==> src/rtl/cpu16_div.sv <==
module cpu16_div (
  input  logic        clk,
  input  logic        rst_n,
  input  logic        start,
  input  logic [15:0] dividend,
  input  logic [15:0] divisor,
  output logic        done,
  output logic [15:0] quot,
  output logic [15:0] rem
);

  logic        busy_r, busy_nxt;
  logic [4:0]  cnt_r, cnt_nxt;
  logic [15:0] q_r, q_nxt;
  logic [15:0] rem_r, rem_nxt;
  logic [15:0] d_r, d_nxt;
  logic        done_r, done_nxt;
  logic [16:0] trial;

  // one quotient bit per cycle, restoring
  always_comb begin
    busy_nxt = busy_r;
    cnt_nxt  = cnt_r;
    q_nxt    = q_r;
    rem_nxt  = rem_r;
    d_nxt    = d_r;
    done_nxt = 1'b0;
    trial    = {rem_r, q_r[15]};
    if (start) begin
      busy_nxt = 1'b1;
      cnt_nxt  = 5'd0;
      q_nxt    = dividend;
      rem_nxt  = 16'd0;
      d_nxt    = divisor;
    end else if (busy_r) begin
      if (trial >= {1'b0, d_r}) begin
        rem_nxt = 16'(trial - {1'b0, d_r});
        q_nxt   = {q_r[14:0], 1'b1};
      end else begin
        rem_nxt = trial[15:0];
        q_nxt   = {q_r[14:0], 1'b0};
      end
      cnt_nxt = cnt_r + 5'd1;
      if (cnt_r == 5'd15) begin
        busy_nxt = 1'b0;
        done_nxt = 1'b1;
      end
    end
  end

  always_ff @(posedge clk) begin
    if (!rst_n) begin
      busy_r <= 1'b0;
      done_r <= 1'b0;
      cnt_r  <= 5'd0;
    end else begin
      busy_r <= busy_nxt;
      done_r <= done_nxt;
      cnt_r  <= cnt_nxt;
    end
    q_r   <= q_nxt;
    rem_r <= rem_nxt;
    d_r   <= d_nxt;
  end

  assign done = done_r;
  assign quot = q_r;
  assign rem  = rem_r;

endmodule

==> config.mk <==
export PLATFORM = sky130hd
export DESIGN_NAME = cpu16_div
export DESIGN_NICKNAME = d
export VERILOG_FILES = /design/src/rtl/cpu16_div.sv
export SDC_FILE = /design/constraint.sdc
export NUM_CORES = 1
export LEC_CHECK = 0
export BUFFER_PORTS_ARGS = -buffer_cell sky130_fd_sc_hd__buf_2
export CORE_MARGIN = 5
export CORE_UTILIZATION = 58
export DETAILED_ROUTE_END_ITERATION = 6
export PLACE_DENSITY = 0.86
export SLEW_MARGIN = 10
export SYNTH_ARGS = -nofsm -noshare
export SYNTH_HDL_FRONTEND = slang
export SYNTH_SLANG_ARGS = --single-unit
==> constraint.sdc <==
create_clock -name clk -period 6.89 [get_ports clk]
set_input_delay 0.3445 -clock clk [delete_from_list [all_inputs] [get_ports clk]]
set_output_delay 0.3445 -clock clk [all_outputs]
set_load 0.005 [all_outputs]
==> flow_summary.yaml <==
run_status:
  status: "finished clean"
cts:
  numCtsBuffers: 5
  clockRootBuffer: "clkbuf_8"
  clockBufferDepth: 2
  cts_hold_buf: 0
  cts_tree: "yes"
  htreeDepth: 2
  post_cts_buffers: 0
  clkTransAtPathRegs_ns: 0.11
  cts_resized: 0
  clkSinkCount: 55
  clkLatencyLatePin_ns: 0.31
worst_hold_path:
  min_path_cells: 1
  worstHoldPathType: "primary input to flop"
  min-delay-start: "divisor[13]"
  hold_path_end: "d_r[13]"
worst_setup_path:
  max_stage_delay_ns: 0.74
  crit_slowest_cell: "a31oi_2"
  critPathBufInv: 0
  reg2reg_setup_slack_ns: 4.02
  rr_startpoint: "rem[10]"
  crit_type: "flop to flop"
  end_kind: "flop"
  required_ns: 7.10
  critical_path_arrival_ns: 3.08
  critPathLaunchType: "flop"
  rr_endpoint: "rem[10]"
  path_cells: "ha_1 > nand3_2 > nor4_4 > o21ai_1 > a31oi_2 > o311ai_0 > a311oi_1"
  crit_family: "compound AO/OA/AOI/OAI gates"
  path_max_fanout: 14
  worstRegToRegCells: 7
placed_design:
  portBuffers: 67
  hpwl_mm: 5.155
  globalplace.congestion: 0.9049
  postPlaceCellArea_sq_um: 3446
synthesis:
  muxShareOfSynthArea: 0.08469
  ys_ff_latch: 55
  yosysUniqueCellTypes: 57
  syn_inst: 292
  syn-num-nets: 346
  seq_area_frac_synth: 0.4625
  syn-mean-instance-area_sq_um: 10.52
  synth_area_sq_um: 3073
  synth_top_family_by_area: "compound AO/OA/AOI/OAI gates"
  async_flop_share: 0
  synthAdderAreaFrac: 0.07980
  synth-simple-area-share: 0.1217
  ys_warn_count: 0
  synth_compound_area_frac: 0.1828
  synth-main-ff-cell: "edfxtp_1"
  synth_xor_area_frac: 0.02280
  synth-edff-count: 32
flow_run:
  drv_cap: 0
sta:
  fmax_mhz: 348.4
  skew_ns: 0.008400
  tns_ns: 0
  hold_viol: 0
  rsz0062_at_grt: "false"
  finalCritPeriodShare: 0.4166
  tightest_slew_ns: 0.8863
  final_max_slew_viol_count: 0
  slew_headroom: 0.4070
  min_period_ns: 2.871
  setup_viol: 0
power:
  powerDensity_nw_per_um2: 204.7
  power_leakage_nw: 1.563
  ir_drop_uv: 151.4
routing:
  drtIter0Drc: 119
  first_pass_iters: 4
  drc_errors: 0
  routedWlPerCell_microns: 16.19
  drt_wl_total_mm: 6.931
  ant_nets: 0
  vias: 2465
  vias_per_cell: 5.759
layout:
  syn2layout_area_growth_pct: 15.15
  num_antenna_cells: 0
  drive_gt1_frac: 0.2709
  multiInputGateArea_sq_um: 1511
  fin_nets: 411
  nFillCells: 412
  seqCellArea_sq_um: 1421
  stdcell_area_sq_um: 3538
floorplan:
  rows: 26
  start_util: 0.5979
  dieWidth_microns: 82.79
  core_area_sq_um: 5140
  chipHeight_microns: 82.79
  io-pin-count: 68
  die_area_sq_um: 6854
grt:
  grt_pass1_vias: 2436
  antenna_found_initial: 0
  gr-total-overflow: 0
  track_usage: 0.2098
  grt_max_degree: 43
  grt_pass1_wl_mm: 11.03
## cells in the final DEF (no fill, tap or decap), types with 3 or more instances in the layout
cell / Yosys / final
a211oi_1: 5 / 5
a21o_1: 5 / 5
a21oi_1: 13 / 13
a311oi_1: 6 / 6
a32oi_1: 4 / 4
and3_1: 3 / 3
buf_2: 1 / 67
clkbuf_8: 0 / 5
dfxtp_1: 23 / 23
edfxtp_1: 32 / 32
ha_1: 18 / 18
inv_1: 24 / 24
mux2_2: 16 / 16
mux2i_1: 8 / 8
nand2_1: 18 / 18
nand2b_1: 4 / 4
nor2_1: 22 / 22
nor2b_1: 3 / 3
nor3_1: 5 / 5
nor4_1: 3 / 3
o21a_1: 4 / 4
o21ai_0: 16 / 16
o21ai_1: 5 / 5
xnor2_1: 5 / 5
xor2_1: 3 / 3
## where the power goes
part           internal [mW]  total (mW)  switching, mW
sequential             0.374       0.390         0.0154
combinational         0.0684       0.151         0.0821
clock                 0.0736       0.184          0.111
## final cells by class
cell class                      count  area share
Inverter                           24     0.02546
Tap cell                           70     0.02475
Sequential cell                    55      0.4017
Clock buffer                        5     0.01945
Clock inverter                      3    0.006719
Multi-Input combinational cell    204      0.4272
Timing Repair Buffer               67     0.09477
## sequential cells by signal, summed over array words and instances (netlist names)
signal  cells
quot       16
done        1
rem        16
busy_r      1
cnt_r       5
d_r        16
## worst reg2reg max path: stages (launching register included)
cell and delay [ns]:
dfxtp_1 0.36, ha_1 0.43, nand3_2 0.16, nor4_4 0.29, o21ai_1 0.15, a31oi_2 0.74, o311ai_0 0.28, a311oi_1 0.36
## cells by family after synthesis
family | after synthesis
muxes | 24
xor gates and xnor gates | 8
buffers and inverters | 33
adders and majority gates | 19
and+or+nand+nor | 72
AOI/OAI and AO/OA | 81
DFF | 55
## synth_stat cells, drive strengths merged (2+ instances only)
cell type | n | area [sq um]
a211o | 2 | 17.52
nor2 | 22 | 82.58
a21o | 5 | 37.54
ha | 18 | 225.2
clkbuf | 3 | 11.26
o21a | 4 | 30.03
xnor2 | 5 | 43.79
o21ai | 21 | 105.1
o31ai | 2 | 15.01
mux2 | 16 | 180.2
and3 | 4 | 26.28
nor4 | 4 | 40.04
inv | 24 | 90.09
and4 | 2 | 17.52
and2 | 2 | 12.51
nor2b | 3 | 18.77
a311oi | 6 | 52.55
o311a | 2 | 20.02
a32oi | 4 | 35.03
nand2b | 4 | 25.02
o211a | 2 | 20.02
edfxtp | 32 | 960.9
dfxtp | 23 | 460.4
nor3 | 5 | 25.02
nand3 | 3 | 20.02
xor2 | 3 | 26.28
a21oi | 14 | 73.82
buf | 6 | 38.78
a211oi | 5 | 37.54
nand2 | 18 | 67.56
mux2i | 8 | 80.08
o31a | 2 | 17.52
a31oi | 2 | 18.77
## worst max-delay path by stage
stage | slack [ns] | cells after the start | start | endpoint
2_1_floorplan | 4.64 | 9 | quot[15] | rem[14]
3_3_place_gp | 4.20 | 8 | d_r[11] | rem[10]
3_5_place_dp | 4.07 | 7 | rem[10] | rem[10]
4_1_cts | 4.03 | 7 | rem[10] | rem[10]
5_1_grt | 3.77 | 7 | rem[10] | rem[10]
6_report | 4.02 | 7 | rem[10] | rem[10]
## routing by layer
layer  up-vias  track usage  wire [microns]
met5         -            0               0
met2        68       0.3405            3397
li1       1223            -               -
met1      1165       0.2795            3079
met4         0      0.06536              82
met3         9      0.04752             372
## metrics by stage
step	hold slack (ns)	power, mW	setup WS (ns)	util	std cells
5_1_grt	0.1923	0.7620	3.775	0.6884	428
6_report	0.2017	0.7244	4.019	0.6884	428
2_1_floorplan	0.4434	0.4967	4.637	-	292
4_1_cts	0.1962	0.7289	4.026	0.6884	428
3_5_place_dp	0.4737	0.5459	4.071	0.6704	420
3_3_place_gp	0.4709	0.5412	4.200	0.6704	420
Note: power is estimated with default switching activity, not from simulation.
