===== src/rtl/cpu16_ram.sv =====
module cpu16_ram #(
  parameter int WIDTH = 16,
  parameter int DEPTH = 8
) (
  input  logic                     clk,
  input  logic                     wr_en,
  input  logic [$clog2(DEPTH)-1:0] wr_addr,
  input  logic [WIDTH-1:0]         wr_data,
  input  logic [$clog2(DEPTH)-1:0] rd_addr,
  output logic [WIDTH-1:0]         rd_data
);

  logic [WIDTH-1:0] mem [DEPTH];

  always_ff @(posedge clk) begin
    if (wr_en) begin
      mem[wr_addr] <= wr_data;
    end
    rd_data <= mem[rd_addr];
  end

endmodule


===== config.mk =====
export PLATFORM = sky130hd
export DESIGN_NAME = cpu16_ram
export DESIGN_NICKNAME = d
export VERILOG_FILES = /design/src/rtl/cpu16_ram.sv
export SDC_FILE = /design/constraint.sdc
export NUM_CORES = 1
export LEC_CHECK = 0
export ABC_AREA = 1
export BUFFER_PORTS_ARGS = -buffer_cell sky130_fd_sc_hd__clkbuf_2
export CAP_MARGIN = 20
export CORE_UTILIZATION = 60
export DETAILED_ROUTE_END_ITERATION = 16
export PLACE_DENSITY = 0.78
export SYNTH_ARGS = -nofsm -noshare
export SYNTH_HDL_FRONTEND = slang
export SYNTH_SLANG_ARGS = --single-unit

===== constraint.sdc =====
create_clock -name clk -period 3.7 [get_ports clk]
set_input_delay 0.185 -clock clk [delete_from_list [all_inputs] [get_ports clk]]
set_output_delay 0.185 -clock clk [all_outputs]
set_load 0.005 [all_outputs]

==> results.sh, run 1 <==
export IMPL_outcome="completed"
export IMPL_synth_top_family_by_area="simple AND/OR/NAND/NOR gates"
export IMPL_finish_utilization=0.726
export IMPL_hold_path_depth=3
export IMPL_crit_arrival_ps=1000
export IMPL_fill_cells=642
export IMPL_crit_type="flop to output pin"
export IMPL_required_ps=3510
export IMPL_fin_ws_ps=2510
export IMPL_wl_per_cell_um=14.4
export IMPL_overflow=0
export IMPL_p_leak_nw=3.31
export IMPL_slowest_stage="dfxtp_1"
export IMPL_startpoint_type="flop"
export IMPL_rsz0062_at_grt="no"
export IMPL_syn_area_mm2=0.00599
export IMPL_grt_met1_usage=0.293
export IMPL_rrSetupSlack_ps=2760
export IMPL_dieArea_mm2=0.0104
export IMPL_gp_routability_congestion=0.778
export IMPL_syn2layout_area_growth_pct=17.9
export IMPL_drive_above_1_share=0.125
export IMPL_yosysTopAreaCell="edfxtp_1"
export IMPL_cts_buffers=17
export IMPL_finClkSkew_ps=5.89
export IMPL_grt_pass1_wl_um=17200
export IMPL_synth_xor_area_frac=0
export IMPL_synth_avg_cell_area_um2=10.2
export IMPL_vias=3917
export IMPL_place_hpwl_um=5940
export IMPL_yosysSeqAreaShare=0.695
export IMPL_path_cells="clkbuf_2"
export IMPL_cts_sinks=144
export IMPL_start_util=0.616
export IMPL_clkLatencyLatePin_ps=530
export IMPL_hp_start="wr_addr[1]"
export IMPL_drt_iter0_markers=252
export IMPL_slew_violations=0
export IMPL_hold_violations=0
export IMPL_synth_mux_area_frac=0
export IMPL_die_w_um=102
export IMPL_critPathMaxFanout=1
export IMPL_vdd_ir_drop_worst_mv=0.340
export IMPL_pwr_density_cell_mw_per_mm2=543
export IMPL_synthDistinctLibCells=10
export IMPL_drtPass1Iterations=5
export IMPL_cp_slowest_stage_delay_ps=350
export IMPL_ctsRootBufferMaster="clkbuf_8"
export IMPL_setup_violations=0
export IMPL_synth_simple_area_share=0.193
export IMPL_relSlewSlack=0.252
export IMPL_synthAdderAreaFrac=0
export IMPL_path_depth=1
export IMPL_synth_area_leaders="edfxtp_1 (64%), nand2_1 (13%), inv_1 (8.3%)"
export IMPL_min_period_over_period=0.321
export IMPL_maxCapViolCount=0
export IMPL_drtAntennaViolNets=0
export IMPL_core_area_mm2=0.00973
export IMPL_use_met2=0.390
export IMPL_clk_path_buf_depth=2
export IMPL_cts_tree="done"
export IMPL_grt_max_degree=65
export IMPL_postRouteWirelength_um=11400
export IMPL_crit_buf_inv=1
export IMPL_h_tree_depth=4
export IMPL_cts_setup_buffers=0
export IMPL_ys_warn_count=0
export IMPL_layout_common_cells="nand2_1 (214), inv_1 (133), edfxtp_1 (128), nand3_1 (64), clkbuf_2 (39)"
export IMPL_port_buffers=39
export IMPL_timing_rr_start="mem[5][4]$_DFFE_PP_"
export IMPL_antenna_found_initial=0
export IMPL_grt_busiest_layer="met2"
export IMPL_path_delay_family="flip-flops"
export IMPL_die_h_um=102
export IMPL_hp_class="primary input to flop"
export IMPL_synth_top_area_share=0.642
export IMPL_clk_pin_slew_worst_paths_ps=60
export IMPL_vias_per_cell=4.93
export IMPL_diodes=0
export IMPL_ios=40
export IMPL_min_period_ps=1190
export IMPL_end_kind="output pin"
export IMPL_rows=36
export IMPL_whs_endpoint="mem[7][1]$_DFFE_PP_"
export IMPL_met3_usage=0.0513
export IMPL_grt_pass1_vias=3632
export IMPL_fmax_mhz=843
export IMPL_syn_nets=611
export IMPL_fin_setup_tns_ps=0
export IMPL_synth_compound_area_share=0
export IMPL_final_common_cell="nand2_1"
export IMPL_tightest_slew_ps=1120
export IMPL_drc=0
export IMPL_rr_worst_depth=6
export IMPL_r2r_end="rd_data[4]$_DFF_P_"
export IMPL_dp_slack_ps=1810
export IMPL_track_usage=0.235
export IMPL_synth_cells=587
export IMPL_ys_seq_elements=144
export IMPL_final_nets=673
## worst register-to-register path: cells and delay by family, from the launching register on
family / cells / cell delay (ps)
buffers and inverters: 1 / 70
DFF: 1 / 360
and+or+nand+nor: 5 / 400
## cell families (layout without fill, tap and decap cells)
logic type	Yosys count	after routing
AND/OR/NAND/NOR	286	286
buffers and inverters	157	232
flip-flops	144	144
## cell type report
cell class | count | area (µm²) | area share
clock buffer | 17 | 414 | 0.0586
clock inverter | 15 | 205 | 0.0290
inverter | 134 | 503 | 0.0712
multi-input combinational | 286 | 1150 | 0.163
sequential | 144 | 4160 | 0.589
tap | 133 | 166 | 0.0236
timing repair buffer | 66 | 458 | 0.0648
## per-layer routing
| metal | wire, µm | vias up |
|---|---|---|
| met3 | 806 | 21 |
| met4 | 199 | 0 |
| met5 | 0 | - |
| met2 | 5820 | 166 |
| met1 | 4620 | 1791 |
| li1 | - | 1939 |
## power breakdown
| group | internal, W | switching [W] |
|---|---|---|
| Combinational | 0.0000830 | 0.000149 |
| Clock | 0.00110 | 0.000651 |
| Sequential | 0.00184 | 0.0000171 |
## sequential cells by signal, summed over array words and instances, names as in the netlist
name and cells:
rd_data 16, mem 128
## worst max-delay path by stage
stage                         from                   to
2_1_floorplan           wr_addr[0]  mem[0][0]$_DFFE_PP_
3_3_place_gp            rd_addr[1]   rd_data[2]$_DFF_P_
3_5_place_dp            rd_addr[1]   rd_data[5]$_DFF_P_
4_1_cts                 rd_addr[1]   rd_data[4]$_DFF_P_
5_1_grt                 rd_addr[0]  rd_data[10]$_DFF_P_
6_report       rd_data[15]$_DFF_P_          rd_data[15]
## metrics by stage
stage	power, W	hold WS, ps	cells	cell area [µm²]
floorplan	0.00202	284	587	5990
global placement	0.00209	453	746	6260
detailed placement	0.00210	462	746	6260
CTS	0.00384	160	794	7040
global route	0.00395	193	795	7060
finish	0.00384	163	795	7060
## what timing repair did
action                                 4_1_cts  5_1_grt
hold buffers                                16        0
gates resized for setup                      0        0
endpoints found under the hold margin      128        0
## Yosys cell counts (all sizes together)
master,number
edfxtp,128
nor2,8
buf,23
nand2,214
inv,134
nand3,64
dfxtp,16
Note: power is estimated with default switching activity, not from simulation.
==> run 2, diff against run 1 <==
==> config.mk (replaced) <==
export PLATFORM = sky130hd
export DESIGN_NAME = cpu16_ram
export DESIGN_NICKNAME = d
export VERILOG_FILES = /design/src/rtl/cpu16_ram.sv
export SDC_FILE = /design/constraint.sdc
export NUM_CORES = 1
export LEC_CHECK = 0
export ABC_AREA = 0
export BUFFER_PORTS_ARGS = -buffer_cell sky130_fd_sc_hd__clkbuf_2
export CAP_MARGIN = 20
export CORE_UTILIZATION = 59
export DETAILED_ROUTE_END_ITERATION = 16
export PLACE_DENSITY = 0.77
export SYNTH_ARGS = -nofsm -noshare
export SYNTH_HDL_FRONTEND = slang
export SYNTH_SLANG_ARGS = --single-unit
==> constraint.sdc (replaced) <==
create_clock -name clk -period 1.2 [get_ports clk]
set_input_delay 0.06 -clock clk [delete_from_list [all_inputs] [get_ports clk]]
set_output_delay 0.06 -clock clk [all_outputs]
set_load 0.005 [all_outputs]
==> results.sh, run 2 <==
export IMPL_outcome="complete, but fails checks"
export IMPL_violations="setup timing"
export IMPL_grt_pass1_vias=2621
export IMPL_hold_violations=0
export IMPL_startpoint_type="flop"
export IMPL_cts_setup_buffers=0
export IMPL_drtPass1Iterations=4
export IMPL_synth_area_leaders="edfxtp_1 (73%), mux4_1 (14%), dfxtp_1 (6.1%)"
export IMPL_maxCapViolCount=0
export IMPL_synth_top_cells_by_count="edfxtp_1 (128), mux4_1 (28), dfxtp_1 (16), mux2_2 (16), nor2_1 (6)"
export IMPL_antenna_found_initial=0
export IMPL_final_nets=327
export IMPL_crit_arrival_ps=1670
export IMPL_synth_cells=214
export IMPL_critPathMaxFanout=1
export IMPL_h_tree_depth=4
export IMPL_top_register="mem"
export IMPL_core_area_mm2=0.00872
export IMPL_rows=34
export IMPL_setup_violations=16
export IMPL_final_common_cell="edfxtp_1"
export IMPL_syn2layout_area_growth_pct=24.2
export IMPL_dieArea_mm2=0.00936
export IMPL_finClkSkew_ps=6.29
export IMPL_clk_pin_slew_worst_paths_ps=70
export IMPL_diodes=0
export IMPL_die_w_um=96.7
export IMPL_grt_pass1_wl_um=14300
export IMPL_rsz0062_at_grt="yes"
export IMPL_fin_setup_tns_ps=-495
export IMPL_drt_iter0_markers=90
export IMPL_vdd_ir_drop_worst_mv=1.19
export IMPL_synth_compound_area_share=0
export IMPL_synthDistinctLibCells=12
export IMPL_cts_tree="done"
export IMPL_p_leak_nw=2.34
export IMPL_overflow=0
export IMPL_grt_max_degree=21
export IMPL_place_inst=376
export IMPL_fin_ws_ps=-62.4
export IMPL_yosysSeqAreaShare=0.787
export IMPL_fmax_mhz=792
export IMPL_synthAdderAreaFrac=0
export IMPL_pwr_density_cell_mw_per_mm2=1770
export IMPL_cts_buffers=17
export IMPL_port_buffers=39
export IMPL_wl_per_cell_um=21.3
export IMPL_rrSetupSlack_ps=-60
export IMPL_vias_per_cell=5.70
export IMPL_ys_seq_elements=144
export IMPL_stdcell_area_mm2=0.00657
export IMPL_layout_common_cells="edfxtp_1 (128), clkbuf_2 (39), mux4_2 (32)"
export IMPL_clkLatencyLatePin_ps=520
export IMPL_die_h_um=96.7
export IMPL_vias=2417
export IMPL_postRouteWirelength_um=9050
export IMPL_yosysMostFrequentCell="edfxtp_1"
export IMPL_required_ps=1610
export IMPL_syn_nets=238
export IMPL_min_period_over_period=1.05
export IMPL_ios=40
export IMPL_largest_reg_flops=128
export IMPL_finish_utilization=0.754
export IMPL_async_reset_ff_frac=0
export IMPL_drtAntennaViolNets=0
export IMPL_ctsRootBufferMaster="clkbuf_8"
export IMPL_synth_top_family_by_area="multiplexers"
export IMPL_tightest_slew_ps=289
export IMPL_cts_sinks=144
export IMPL_clk_path_buf_depth=2
export IMPL_synth_mux_area_frac=0.190
export IMPL_synth_xor_area_frac=0
export IMPL_crit_type="flop to flop"
export IMPL_drc=0
export IMPL_drive_above_1_share=0.462
export IMPL_min_period_ps=1260
export IMPL_synth_top_area_share=0.726
export IMPL_track_usage=0.218
export IMPL_synth_edf_count=128
export IMPL_synth_simple_area_share=0.0111
export IMPL_synth_avg_cell_area_um2=24.7
export IMPL_hp_class="primary input to flop"
export IMPL_syn_area_mm2=0.00529
export IMPL_fill_cells=470
export IMPL_place_hpwl_um=5390
export IMPL_finalNonFillerCells=424
export IMPL_postPlaceCellArea_mm2=0.00576
export IMPL_synth_ff_type="edfxtp_1"
export IMPL_top_regs="mem x128, rd_data x16"
export IMPL_end_kind="flop"
export IMPL_ys_warn_count=0
export IMPL_gp_routability_congestion=0.719
export IMPL_yosysTopAreaCell="edfxtp_1"
export IMPL_start_util=0.607
export IMPL_relSlewSlack=0.807
export IMPL_slew_violations=0
run 2: cell count changes after synthesis, moves of 2 or more:
cell	previous run	this run
mux2_2	0	16
nand3_1	64	0
buf_2	12	0
nor3_1	0	2
buf_4	4	0
inv_1	133	0
mux4_1	0	28
buf_6	7	4
nand2_1	214	2
mux4_2	0	4
buf_1	0	4
nand2b_1	0	3
nor2_1	8	6
run 2: where the power goes:
| part | switching, W | internal [W] |
|---|---|---|
| sequential | 0.0000516 | 0.00566 |
| combinational | 0.000293 | 0.000380 |
| clock | 0.00218 | 0.00307 |
run 2: area by class of cell:
cell class	count	area [µm²]	area share
flip-flops and latches	144	4160	0.634
multi-input cells	61	1040	0.158
repair buffers	79	636	0.0967
clock buffers	17	414	0.0630
clock inverters	15	185	0.0282
well taps	108	135	0.0206
run 2: final timing paths:
path	from	end	cells past startpoint
worst max-delay path	mem[5][0]$_DFFE_PP_	rd_data[0]$_DFF_P_	2
worst min-delay path	rd_addr[1]	rd_data[14]$_DFF_P_	3
worst max register to register	mem[5][0]$_DFFE_PP_	rd_data[0]$_DFF_P_	2
worst min register to register	mem[6][5]$_DFFE_PP_	rd_data[5]$_DFF_P_	2
run 2: cell families (layout without fill, tap and decap cells):
group	Yosys count	in the layout
flops	144	144
mux	48	48
simple gates	13	13
buf+inv	9	111
run 2: worst max-delay path: stages, from the launching register on:
cell      delay [ps]
edfxtp_1         380
mux4_2           490
mux2_4           280
run 2: what timing repair did:
| item | in CTS | in global routing |
|---|---|---|
| setup endpoints to repair | 16 | 16 |
| hold buffers | 16 | 0 |
| endpoints found under the hold margin | 128 | 0 |
| gates resized for setup | 16 | 2 |
run 2: layer usage:
metal,global-route usage,wire length [µm]
met1,0.286,3830
met2,0.346,4650
met3,0.0672,371
met4,0.0861,195
met5,0,0
run 2: through the flow:
| step | total power [W] | setup WS [ps] | hold WS [ps] |
|---|---|---|---|
| detailed placement | 0.00641 | -201 | 343 |
| CTS | 0.0117 | -64.8 | 33.0 |
| finish | 0.0116 | -62.4 | 57.9 |
| global placement | 0.00638 | -168 | 331 |
| floorplan | 0.00612 | -156 | 159 |
| global route | 0.0120 | -77.0 | 42.3 |
