### src/rtl/cpu16_pkg.sv
package cpu16_pkg;

  typedef enum logic [2:0] {
    ST_OK          = 3'd0,
    ST_HALT        = 3'd1,
    ST_EXEC_DATA   = 3'd2,
    ST_PRIV        = 3'd3,
    ST_LOAD_FAULT  = 3'd4,
    ST_STORE_FAULT = 3'd5,
    ST_BAD_OP      = 3'd6,
    ST_LOADED      = 3'd7
  } status_t;

  typedef enum logic [3:0] {
    S_CLEAR, S_IDLE, S_FETCH, S_RS, S_RT, S_RD, S_EXEC, S_DIV, S_LOAD, S_OUT
  } state_t;

  localparam logic [3:0] OP_BR      = 4'd0;
  localparam logic [3:0] OP_ARITH   = 4'd1;
  localparam logic [3:0] OP_CMP     = 4'd2;
  localparam logic [3:0] OP_JSR     = 4'd4;
  localparam logic [3:0] OP_LOGIC   = 4'd5;
  localparam logic [3:0] OP_LDR     = 4'd6;
  localparam logic [3:0] OP_STR     = 4'd7;
  localparam logic [3:0] OP_RTI     = 4'd8;
  localparam logic [3:0] OP_CONST   = 4'd9;
  localparam logic [3:0] OP_SHIFT   = 4'd10;
  localparam logic [3:0] OP_JMP     = 4'd12;
  localparam logic [3:0] OP_HICONST = 4'd13;
  localparam logic [3:0] OP_TRAP    = 4'd15;

  localparam logic [1:0] SUB_ADD = 2'd0;
  localparam logic [1:0] SUB_MUL = 2'd1;
  localparam logic [1:0] SUB_SUB = 2'd2;
  localparam logic [1:0] SUB_DIV = 2'd3;
  localparam logic [1:0] SUB_AND = 2'd0;
  localparam logic [1:0] SUB_NOT = 2'd1;
  localparam logic [1:0] SUB_OR  = 2'd2;
  localparam logic [1:0] SUB_XOR = 2'd3;
  localparam logic [1:0] SUB_CMP   = 2'd0;
  localparam logic [1:0] SUB_CMPU  = 2'd1;
  localparam logic [1:0] SUB_CMPI  = 2'd2;
  localparam logic [1:0] SUB_CMPIU = 2'd3;
  localparam logic [1:0] SUB_SLL = 2'd0;
  localparam logic [1:0] SUB_SRA = 2'd1;
  localparam logic [1:0] SUB_SRL = 2'd2;
  localparam logic [1:0] SUB_MOD = 2'd3;

  localparam logic [15:0] PC_RESET   = 16'h8200;
  localparam logic [15:0] HALT_PC    = 16'h80FF;
  localparam logic [15:0] DATA_LO    = 16'h2000;
  localparam logic [15:0] DATA_LO_HI = 16'h7FFF;
  localparam logic [15:0] OS_LO      = 16'h8000;
  localparam logic [15:0] OS_HI      = 16'h9FFF;
  localparam logic [15:0] OS_DATA    = 16'hA000;
  localparam logic [2:0]  FLAGS_RESET = 3'd2;
  localparam logic [2:0]  FLAG_N = 3'd4;
  localparam logic [2:0]  FLAG_Z = 3'd2;
  localparam logic [2:0]  FLAG_P = 3'd1;
  localparam logic [2:0]  LINK_REG = 3'd7;

  typedef struct packed {
    status_t     status;
    logic        wr;
    logic [2:0]  wdst;
    logic [15:0] wval;
    logic        cmp;
    logic [2:0]  cmp_flags;
    logic        st;
    logic [15:0] mem_addr;
    logic [15:0] sval;
    logic [15:0] nxt;
    logic        newpriv;
    logic        need_div;
    logic        is_mod;
    logic        is_ldr;
  } exec_t;

  typedef struct packed {
    status_t     status;
    logic [15:0] store_value;
    logic [15:0] store_address;
    logic        store_enable;
    logic [2:0]  flags_value;
    logic        flags_write_enable;
    logic [15:0] reg_value;
    logic [2:0]  reg_destination;
    logic        reg_write_enable;
    logic [15:0] trace_instruction;
    logic [15:0] trace_pc;
  } result_t;

  function automatic logic [2:0] nzp(input logic [15:0] v);
    if (v == 16'd0) begin
      return FLAG_Z;
    end
    return v[15] ? FLAG_N : FLAG_P;
  endfunction

endpackage

### src/rtl/cpu16_alu.sv
module cpu16_alu (
  input  logic [15:0]     pc,
  input  logic [15:0]     ir,
  input  logic [15:0]     rs,
  input  logic [15:0]     rt,
  input  logic [15:0]     rd,
  input  logic [2:0]      flags,
  input  logic            priv,
  output cpu16_pkg::exec_t e
);

  logic [3:0]  op;
  logic [2:0]  d;
  logic [15:0] pc1;
  logic [15:0] addr;
  logic [31:0] prod;
  logic [15:0] im7;
  logic        lt, eq;

  assign op   = ir[15:12];
  assign d    = ir[11:9];
  assign pc1  = pc + 16'd1;
  assign addr = rs + {{10{ir[5]}}, ir[5:0]};
  assign prod = rs * rt;
  assign im7  = {{9{ir[6]}}, ir[6:0]};

  always_comb begin
    case (ir[8:7])
      cpu16_pkg::SUB_CMP: begin
        lt = $signed(rd) < $signed(rt);
        eq = rd == rt;
      end
      cpu16_pkg::SUB_CMPU: begin
        lt = rd < rt;
        eq = rd == rt;
      end
      cpu16_pkg::SUB_CMPI: begin
        lt = $signed(rd) < $signed(im7);
        eq = rd == im7;
      end
      default: begin
        lt = rd < {9'd0, ir[6:0]};
        eq = rd == {9'd0, ir[6:0]};
      end
    endcase
  end

  always_comb begin
    e          = '0;
    e.status   = cpu16_pkg::ST_OK;
    e.nxt      = pc1;
    e.newpriv  = priv;
    e.mem_addr = addr;
    if ((pc >= cpu16_pkg::DATA_LO && pc <= cpu16_pkg::DATA_LO_HI) ||
        pc >= cpu16_pkg::OS_DATA) begin
      e.status = cpu16_pkg::ST_EXEC_DATA;
    end else if (pc >= cpu16_pkg::OS_LO && !priv) begin
      e.status = cpu16_pkg::ST_PRIV;
    end else if (pc == cpu16_pkg::HALT_PC) begin
      e.status = cpu16_pkg::ST_HALT;
    end else begin
      case (op)
        cpu16_pkg::OP_BR: begin
          if ((flags & d) != 3'd0) begin
            e.nxt = pc1 + {{7{ir[8]}}, ir[8:0]};
          end
        end
        cpu16_pkg::OP_ARITH: begin
          e.wr   = 1'b1;
          e.wdst = d;
          if (ir[5]) begin
            e.wval = rs + {{11{ir[4]}}, ir[4:0]};
          end else begin
            case (ir[4:3])
              cpu16_pkg::SUB_ADD: e.wval = rs + rt;
              cpu16_pkg::SUB_MUL: e.wval = prod[15:0];
              cpu16_pkg::SUB_SUB: e.wval = rs - rt;
              default:            e.need_div = 1'b1;
            endcase
          end
        end
        cpu16_pkg::OP_CMP: begin
          e.cmp       = 1'b1;
          e.cmp_flags = lt ? cpu16_pkg::FLAG_N : (eq ? cpu16_pkg::FLAG_Z : cpu16_pkg::FLAG_P);
        end
        cpu16_pkg::OP_JSR: begin
          e.wr   = 1'b1;
          e.wdst = cpu16_pkg::LINK_REG;
          e.wval = pc1;
          e.nxt  = ir[11] ? {pc[15], ir[10:0], 4'd0} : rs;
        end
        cpu16_pkg::OP_LOGIC: begin
          e.wr   = 1'b1;
          e.wdst = d;
          if (ir[5]) begin
            e.wval = rs & {{11{ir[4]}}, ir[4:0]};
          end else begin
            case (ir[4:3])
              cpu16_pkg::SUB_AND: e.wval = rs & rt;
              cpu16_pkg::SUB_NOT: e.wval = ~rs;
              cpu16_pkg::SUB_OR:  e.wval = rs | rt;
              default:            e.wval = rs ^ rt;
            endcase
          end
        end
        cpu16_pkg::OP_LDR, cpu16_pkg::OP_STR: begin
          if (addr >= cpu16_pkg::OS_DATA && !priv) begin
            e.status = cpu16_pkg::ST_PRIV;
          end else if (addr < cpu16_pkg::DATA_LO ||
                       (addr >= cpu16_pkg::OS_LO && addr <= cpu16_pkg::OS_HI)) begin
            e.status = (op == cpu16_pkg::OP_LDR) ? cpu16_pkg::ST_LOAD_FAULT
                                                 : cpu16_pkg::ST_STORE_FAULT;
          end else if (op == cpu16_pkg::OP_LDR) begin
            e.is_ldr = 1'b1;
            e.wr     = 1'b1;
            e.wdst   = d;
          end else begin
            e.st   = 1'b1;
            e.sval = rd;
          end
        end
        cpu16_pkg::OP_RTI: begin
          e.nxt     = rd;
          e.newpriv = 1'b0;
        end
        cpu16_pkg::OP_CONST: begin
          e.wr   = 1'b1;
          e.wdst = d;
          e.wval = {{7{ir[8]}}, ir[8:0]};
        end
        cpu16_pkg::OP_SHIFT: begin
          e.wr   = 1'b1;
          e.wdst = d;
          case (ir[5:4])
            cpu16_pkg::SUB_SLL: e.wval = rs << ir[3:0];
            cpu16_pkg::SUB_SRA: e.wval = 16'($signed(rs) >>> ir[3:0]);
            cpu16_pkg::SUB_SRL: e.wval = rs >> ir[3:0];
            default: begin
              e.need_div = 1'b1;
              e.is_mod   = 1'b1;
            end
          endcase
        end
        cpu16_pkg::OP_JMP: begin
          e.nxt = ir[11] ? pc1 + {{5{ir[10]}}, ir[10:0]} : rs;
        end
        cpu16_pkg::OP_HICONST: begin
          e.wr   = 1'b1;
          e.wdst = d;
          e.wval = {ir[7:0], rd[7:0]};
        end
        cpu16_pkg::OP_TRAP: begin
          e.wr      = 1'b1;
          e.wdst    = cpu16_pkg::LINK_REG;
          e.wval    = pc1;
          e.nxt     = {8'h80, ir[7:0]};
          e.newpriv = 1'b1;
        end
        default: begin
          e.status = cpu16_pkg::ST_BAD_OP;
        end
      endcase
    end
  end

endmodule

### config.mk
export PLATFORM = sky130hd
export DESIGN_NAME = cpu16_alu
export DESIGN_NICKNAME = d
export VERILOG_FILES = /design/src/rtl/cpu16_pkg.sv /design/src/rtl/cpu16_alu.sv
export SDC_FILE = /design/constraint.sdc
export NUM_CORES = 1
export LEC_CHECK = 0
export BUFFER_PORTS_ARGS = -buffer_cell sky130_fd_sc_hd__buf_2
export CAP_MARGIN = 20
export CELL_PAD_IN_SITES_DETAIL_PLACEMENT = 1
export CELL_PAD_IN_SITES_GLOBAL_PLACEMENT = 2
export CORE_MARGIN = 5
export CORE_UTILIZATION = 35
export DETAILED_ROUTE_END_ITERATION = 12
export GPL_TIMING_DRIVEN = 0
export PLACE_DENSITY_LB_ADDON = 0.08
export RECOVER_POWER = 100
export SETUP_SLACK_MARGIN = 0.2
export SLEW_MARGIN = 0
export SYNTH_ARGS = -nofsm -noshare
export SYNTH_HDL_FRONTEND = slang
export SYNTH_SLANG_ARGS = --single-unit
### constraint.sdc
create_clock -name vclk -period 6.9
set_input_delay 0.345 -clock vclk [all_inputs]
set_output_delay 0.345 -clock vclk [all_outputs]
set_load 0.02 [all_outputs]
==> run metrics, run 1 <==
global route overflow 0; vias approximately 14000; Worst Hold Class in -> out; synth top area cells ha_1, fa_1, nor2_1; vias in the first global route ~15000; WS Path Type in -> out; Hold Path Depth 3; Setup-failing EPs final 0; Synth Area in XOR/XNOR 0.0877; hpwl dp 53.4 mm; mux share of post-synthesis cell area 0.0579; minimum clock period approximately 6.7 ns; GPL Wtd Cong approximately 1.0; period utilization 0.966; P&R area growth vs syn 15.1%; Rel. slew slack 0.326; status completed; crit path max fanout 10; gr usage total 0.317; worst hold path endpoint e[35]; Core ar. ~0.035 mm2; Residual DRC 0; Layout clock buffers 0; Die ar. ~0.039 mm2; initial antenna violation count 1; DRT antenna net count 0; layout net count 2258; row count 68; post-synthesis compound-gate area fraction 0.246; Mapped Avg Cell Area 7.12 um2; Port Buffers between 150 and 200; Synth Instances ~1700; CP startpoint kind primary input; share of layout cells above drive strength 1 0.118; wirelength, routed roughly 64 mm; maxcap violations 0; Slew Limit Fails 0; Synth top area share 0.182; RSZ-0062 raised after global routing false; Syn Std Cell Area roughly 0.012 mm2; I/O pins approximately 160; Critical Path End Type primary output; largest family of logic cells by synthesized area adder cells; wire per inst between 20 and 30 um; worst-margin pin slew between 0.9 and 1 ns; hold_sp rd[15]; final hold vios 0; synth warn 0; initial drt markers 998; Worst Setup SP rs[2]; Synth Net Count between 2000 and 2500; vias per cell 6.05; Starting Density 0.355; Synth Area in Simple Gates 0.204; Die X-Extent approximately 200 um; library cells used by synthesis 76; Synth area leader ha_1; sequential element share of the synthesized area 0; dpl ws -1.16 ns; WHS roughly 1.1 ns; FF+latch area 0 um2; worst path required time roughly 6.6 ns; first-pass GRT wire length approximately 94 mm; largest net degree at the start of global routing 17; die height 197 um; Fmax achieved ~0.15 GHz; num sequential 0; hold-fix buffers at CTS 0; Synth Area in Adders 0.317; final setup margin ~0.23 ns; DRT Pass-1 Iters 8; CP arrival about 6.3 ns
## kinds of logic after synthesis
| family | Yosys count |
|---|---|
| xor gates and xnor gates | 123 |
| muxes | 47 |
| adders and majority gates | 262 |
| buffers and inverters | 282 |
| AOI/OAI and AO/OA | 459 |
| and+or+nand+nor | 554 |
## metrics by stage
step | instances | setup TNS [ns] | instance area [um2] | util
2_1_floorplan | 1727 | 0 | 12300 | -
3_3_place_gp | 2344 | -4.93 | 13700 | 0.395
3_5_place_dp | 2345 | -5.14 | 13700 | 0.395
4_1_cts | 2346 | 0 | 14000 | 0.403
5_1_grt | 2365 | 0 | 14100 | 0.409
6_report | 2366 | 0 | 14200 | 0.409
## critical path: stages
cell,delay [ns]
buf_4,0.16
clkbuf_16,0.19
inv_2,0.07
buf_6,0.14
nor2_1,0.07
fa_1,0.53
inv_1,0.05
fa_1,0.54
inv_1,0.05
ha_1,0.20
fa_1,0.48
fa_1,0.50
inv_1,0.06
fa_1,0.53
inv_1,0.04
ha_1,0.34
o21ai_0,0.10
a21oi_1,0.26
o211ai_1,0.18
buf_4,0.17
a21oi_1,0.25
xnor2_1,0.18
o221ai_1,0.34
o2bb2ai_1,0.22
clkbuf_1,0.29
## repair_timing
action	in CTS	in global routing
endpoints found under the hold margin	0	0
buffers inserted	7	19
pin swaps	6	15
endpoints found under the setup margin	8	4
cloned	0	0
gates resized for setup	68	59
## area by class of cell
type                            instances  area (um2)
Fill cell                            4453       20500
Antenna cell                            1        2.50
Buffer                                 75         449
Timing Repair Buffer                  189        1000
Inverter                              201         802
Tap cell                              455         569
Multi-Input combinational cell       1445       11300
## worst max path at each step
stage | endpoint | slack, ns
after global routing | e[72] | 0.09
after detailed placement | e[71] | -1.16
final | e[72] | 0.23
after CTS | e[71] | 0.20
after floorplan | e[71] | 0.91
after global placement | e[71] | -1.14
## metal layers
metal / vias up / GRT usage / part of all wire
li1: 6442 / - / -
met1: 7109 / 0.402 / 0.41
met2: 615 / 0.551 / 0.48
met3: 146 / 0.0338 / 0.065
met4: 2 / 0.126 / 0.048
met5: - / 0 / 0.00031
## cell usage in the layout, fill, tap and decap left out, types with 81 or more instances in the layout
cell,netlist,final
nor2_1,198,191
o21ai_0,113,112
ha_1,179,173
a21oi_1,116,117
xnor2_1,84,82
fa_1,83,81
inv_1,189,181
clkbuf_1,72,111
nand2_1,163,163
buf_2,1,97
## cell usage after synthesis, drive strengths merged (8+ instances only)
cell type	instances
xnor2	84
mux2i	25
a21o	22
nor2b	19
and2	22
a211oi	25
a221oi	10
clkinv	8
a31oi	18
o211ai	19
xor2	39
nor3	44
o21a	17
buf	9
o22ai	15
mux4	19
fa	83
a22oi	9
o221ai	10
nand3	32
a222oi	14
nand2b	19
ha	179
a21oi	117
inv	193
a221o	8
o21ai	113
nand4	13
o31ai	10
clkbuf	72
or3	10
nand2	163
nor2	198
==> run 2, diff against run 1 <==
--- a/config.mk
+++ b/config.mk
@@ -7,10 +7,8 @@
 export LEC_CHECK = 0
 export BUFFER_PORTS_ARGS = -buffer_cell sky130_fd_sc_hd__buf_2
 export CAP_MARGIN = 20
-export CELL_PAD_IN_SITES_DETAIL_PLACEMENT = 1
-export CELL_PAD_IN_SITES_GLOBAL_PLACEMENT = 2
 export CORE_MARGIN = 5
-export CORE_UTILIZATION = 35
+export CORE_UTILIZATION = 45
 export DETAILED_ROUTE_END_ITERATION = 12
 export GPL_TIMING_DRIVEN = 0
 export PLACE_DENSITY_LB_ADDON = 0.08
==> constraint.sdc (replaced) <==
create_clock -name vclk -period 6.1
set_input_delay 0.305 -clock vclk [all_inputs]
set_output_delay 0.305 -clock vclk [all_outputs]
set_load 0.02 [all_outputs]
==> run 2 against run 1 <==
The flow now finishes with violations (negative setup slack). Sequential share of layout area did not move. Critical path type unchanged. Setup slack got worse by 0.30 ns. Critical path depth fell by 7. Die area down 21%. Highest routed layer is now met4. Global-route usage grew 3.7 points. Count of clock-buffer cells in the layout unchanged. Utilization grew 13 points. Non-clock buffer count increased by 29.
==> run metrics, run 2 (synthesis gave the netlist of run 1 again) <==
P_leak 6.53 nW; WS Path Type in -> out; Port Buffers 162 (unchanged); CP arrival 5.86 ns (-0.46 ns); minimum clock period ~6.2 ns; Critical Path End Type primary output; met2 Use GR 0.597 (+0.0458); FF+latch area 0 um2 (unchanged); M1 GR Usage 0.457 (+0.0545); global route overflow 0 (unchanged); Max IR drop VDD 0.981 mV; Residual DRC 0 (unchanged); Setup-failing EPs final 3 (+3); wire per inst 25.1 um (-7.6%); DRT antenna net count 0 (unchanged); GPL Wtd Cong 1.05 (+3.5%); wirelength, routed 57.2 mm (-11%); final setup margin -0.0697 ns (-0.303 ns); PnR Total Power around 3.9 mW; vias 14354 (+0.28%); Fmax achieved ~0.16 GHz; first-pass GRT wire length 84.2 mm (-10%); commonest non-fill, non-tap cell in the layout nor2_1; Rel. slew slack 0.360 (+0.0336); CP startpoint kind primary input; busiest metal layer after global routing met2; worst path required time 5.79 ns (-0.76 ns); commonest cells after routing, fill and taps aside nor2_1, inv_1, ha_1; P&R area growth vs syn 18.5%; Die ar. 0.0307 mm2 (-21%); status complete, but fails checks; initial antenna violation count 0 (-1); die height 175 um (-11%); maxcap violations 0 (unchanged); num sequential 0 (unchanged); final hold vios 0 (unchanged); Starting Density 0.456 (+0.101); hpwl dp 45.8 mm (-14%); Setup TNS -0.126 ns (-0.126 ns); row count 60 (-12%); largest net degree at the start of global routing 26 (+9); period utilization 1.01; layout net count 2287 (+1.3%); vias per cell 6.30 (+4.1%); RSZ-0062 raised after global routing true; vias in the first global route 13914 (-5.1%); Fill cells 2791 (-37%); DRT Pass-1 Iters 8 (unchanged); ANT cells 0 (-1); I/O pins 164 (unchanged); failing checks negative setup slack; WHS 1.02 ns (-0.0864 ns); initial drt markers 1529 (+53%); Die X-Extent 175 um (-11%); met3 Resource Use GR 0.0489 (+0.0151); Core ar. 0.0270 mm2 (-22%); Slew Limit Fails 0 (unchanged); dpl ws -1.50 ns (-0.338 ns); worst-margin pin slew 0.958 ns (-0.0388 ns); share of layout cells above drive strength 1 0.149 (+0.0312); Power Density approximately 270 mW/mm2; Layout clock buffers 0 (unchanged); hold-fix buffers at CTS 0 (unchanged); Worst Hold Class in -> out; gr usage total 0.354 (+0.0371); crit path max fanout 10 (unchanged)
run 2: cell types whose count changed in the layout (fill, tap and decap cells not counted), moves of 4 or more:
| cell | before | now |
|---|---|---|
| clkbuf_1 | 111 | 106 |
| ha_1 | 173 | 169 |
| buf_4 | 30 | 57 |
| nor2_4 | 1 | 5 |
| clkbuf_16 | 4 | 9 |
| inv_2 | 4 | 9 |
| inv_1 | 181 | 175 |
| o221ai_2 | 2 | 6 |
| o221ai_1 | 8 | 4 |
run 2: what timing repair did:
action                                  CTS  global route
pin swaps                                39            25
setup buffers                            38            14
resized for setup                       151            50
endpoints found under the setup margin   10             9
run 2: worst paths after layout:
path / cells past startpoint / endpoint / startpoint
setup / recovery: 18 / e[71] / ir[3]
hold / removal: 4 / e[3] / priv
run 2: layout make-up:
cell class / instances / area (um2) / area share
multi-input cells: 1445 / 11500 / 0.789
repair buffers: 216 / 1280 / 0.0880
inverters: 201 / 835 / 0.0573
plain buffers: 77 / 533 / 0.0366
well taps: 341 / 427 / 0.0293
run 2: metal layers:
metal,wire length (um),part of all wire
met1,23000,0.40
met2,26200,0.46
met3,4950,0.087
met4,3050,0.053
met5,0,0
run 2: worst max-delay path, cell delays in order:
cell and delay [ns]:
buf_2 0.20, inv_1 0.13, clkbuf_1 0.68, clkbuf_2 0.49
clkbuf_1 0.63, nand2_1 0.38, mux2i_1 0.26, fa_1 0.48
a211oi_1 0.32, o21a_1 0.20, o2bb2ai_1 0.08, o41ai_1 0.48
o21ai_0 0.22, xnor2_1 0.18, o221ai_2 0.26, o211ai_1 0.15
a31oi_2 0.23, buf_4 0.17
run 2: metrics by stage:
step / instances / util / instance area, um2
5_1_grt: 2280 / 0.540 / 14600
3_3_place_gp: 2230 / 0.502 / 13500
4_1_cts: 2265 / 0.535 / 14400
6_report: 2280 / 0.540 / 14600
3_5_place_dp: 2231 / 0.502 / 13500
2_1_floorplan: 1727 / - / 12300
run 2: power breakdown:
group          leakage (nW)  internal [mW]  total [mW]  switching [mW]
Clock                     0              0           0               0
Sequential                0              0           0               0
Combinational          6.53           1.62        3.87            2.25
Total                  6.53           1.62        3.87            2.25
No activity file was read; power rests on OpenSTA's default activity.
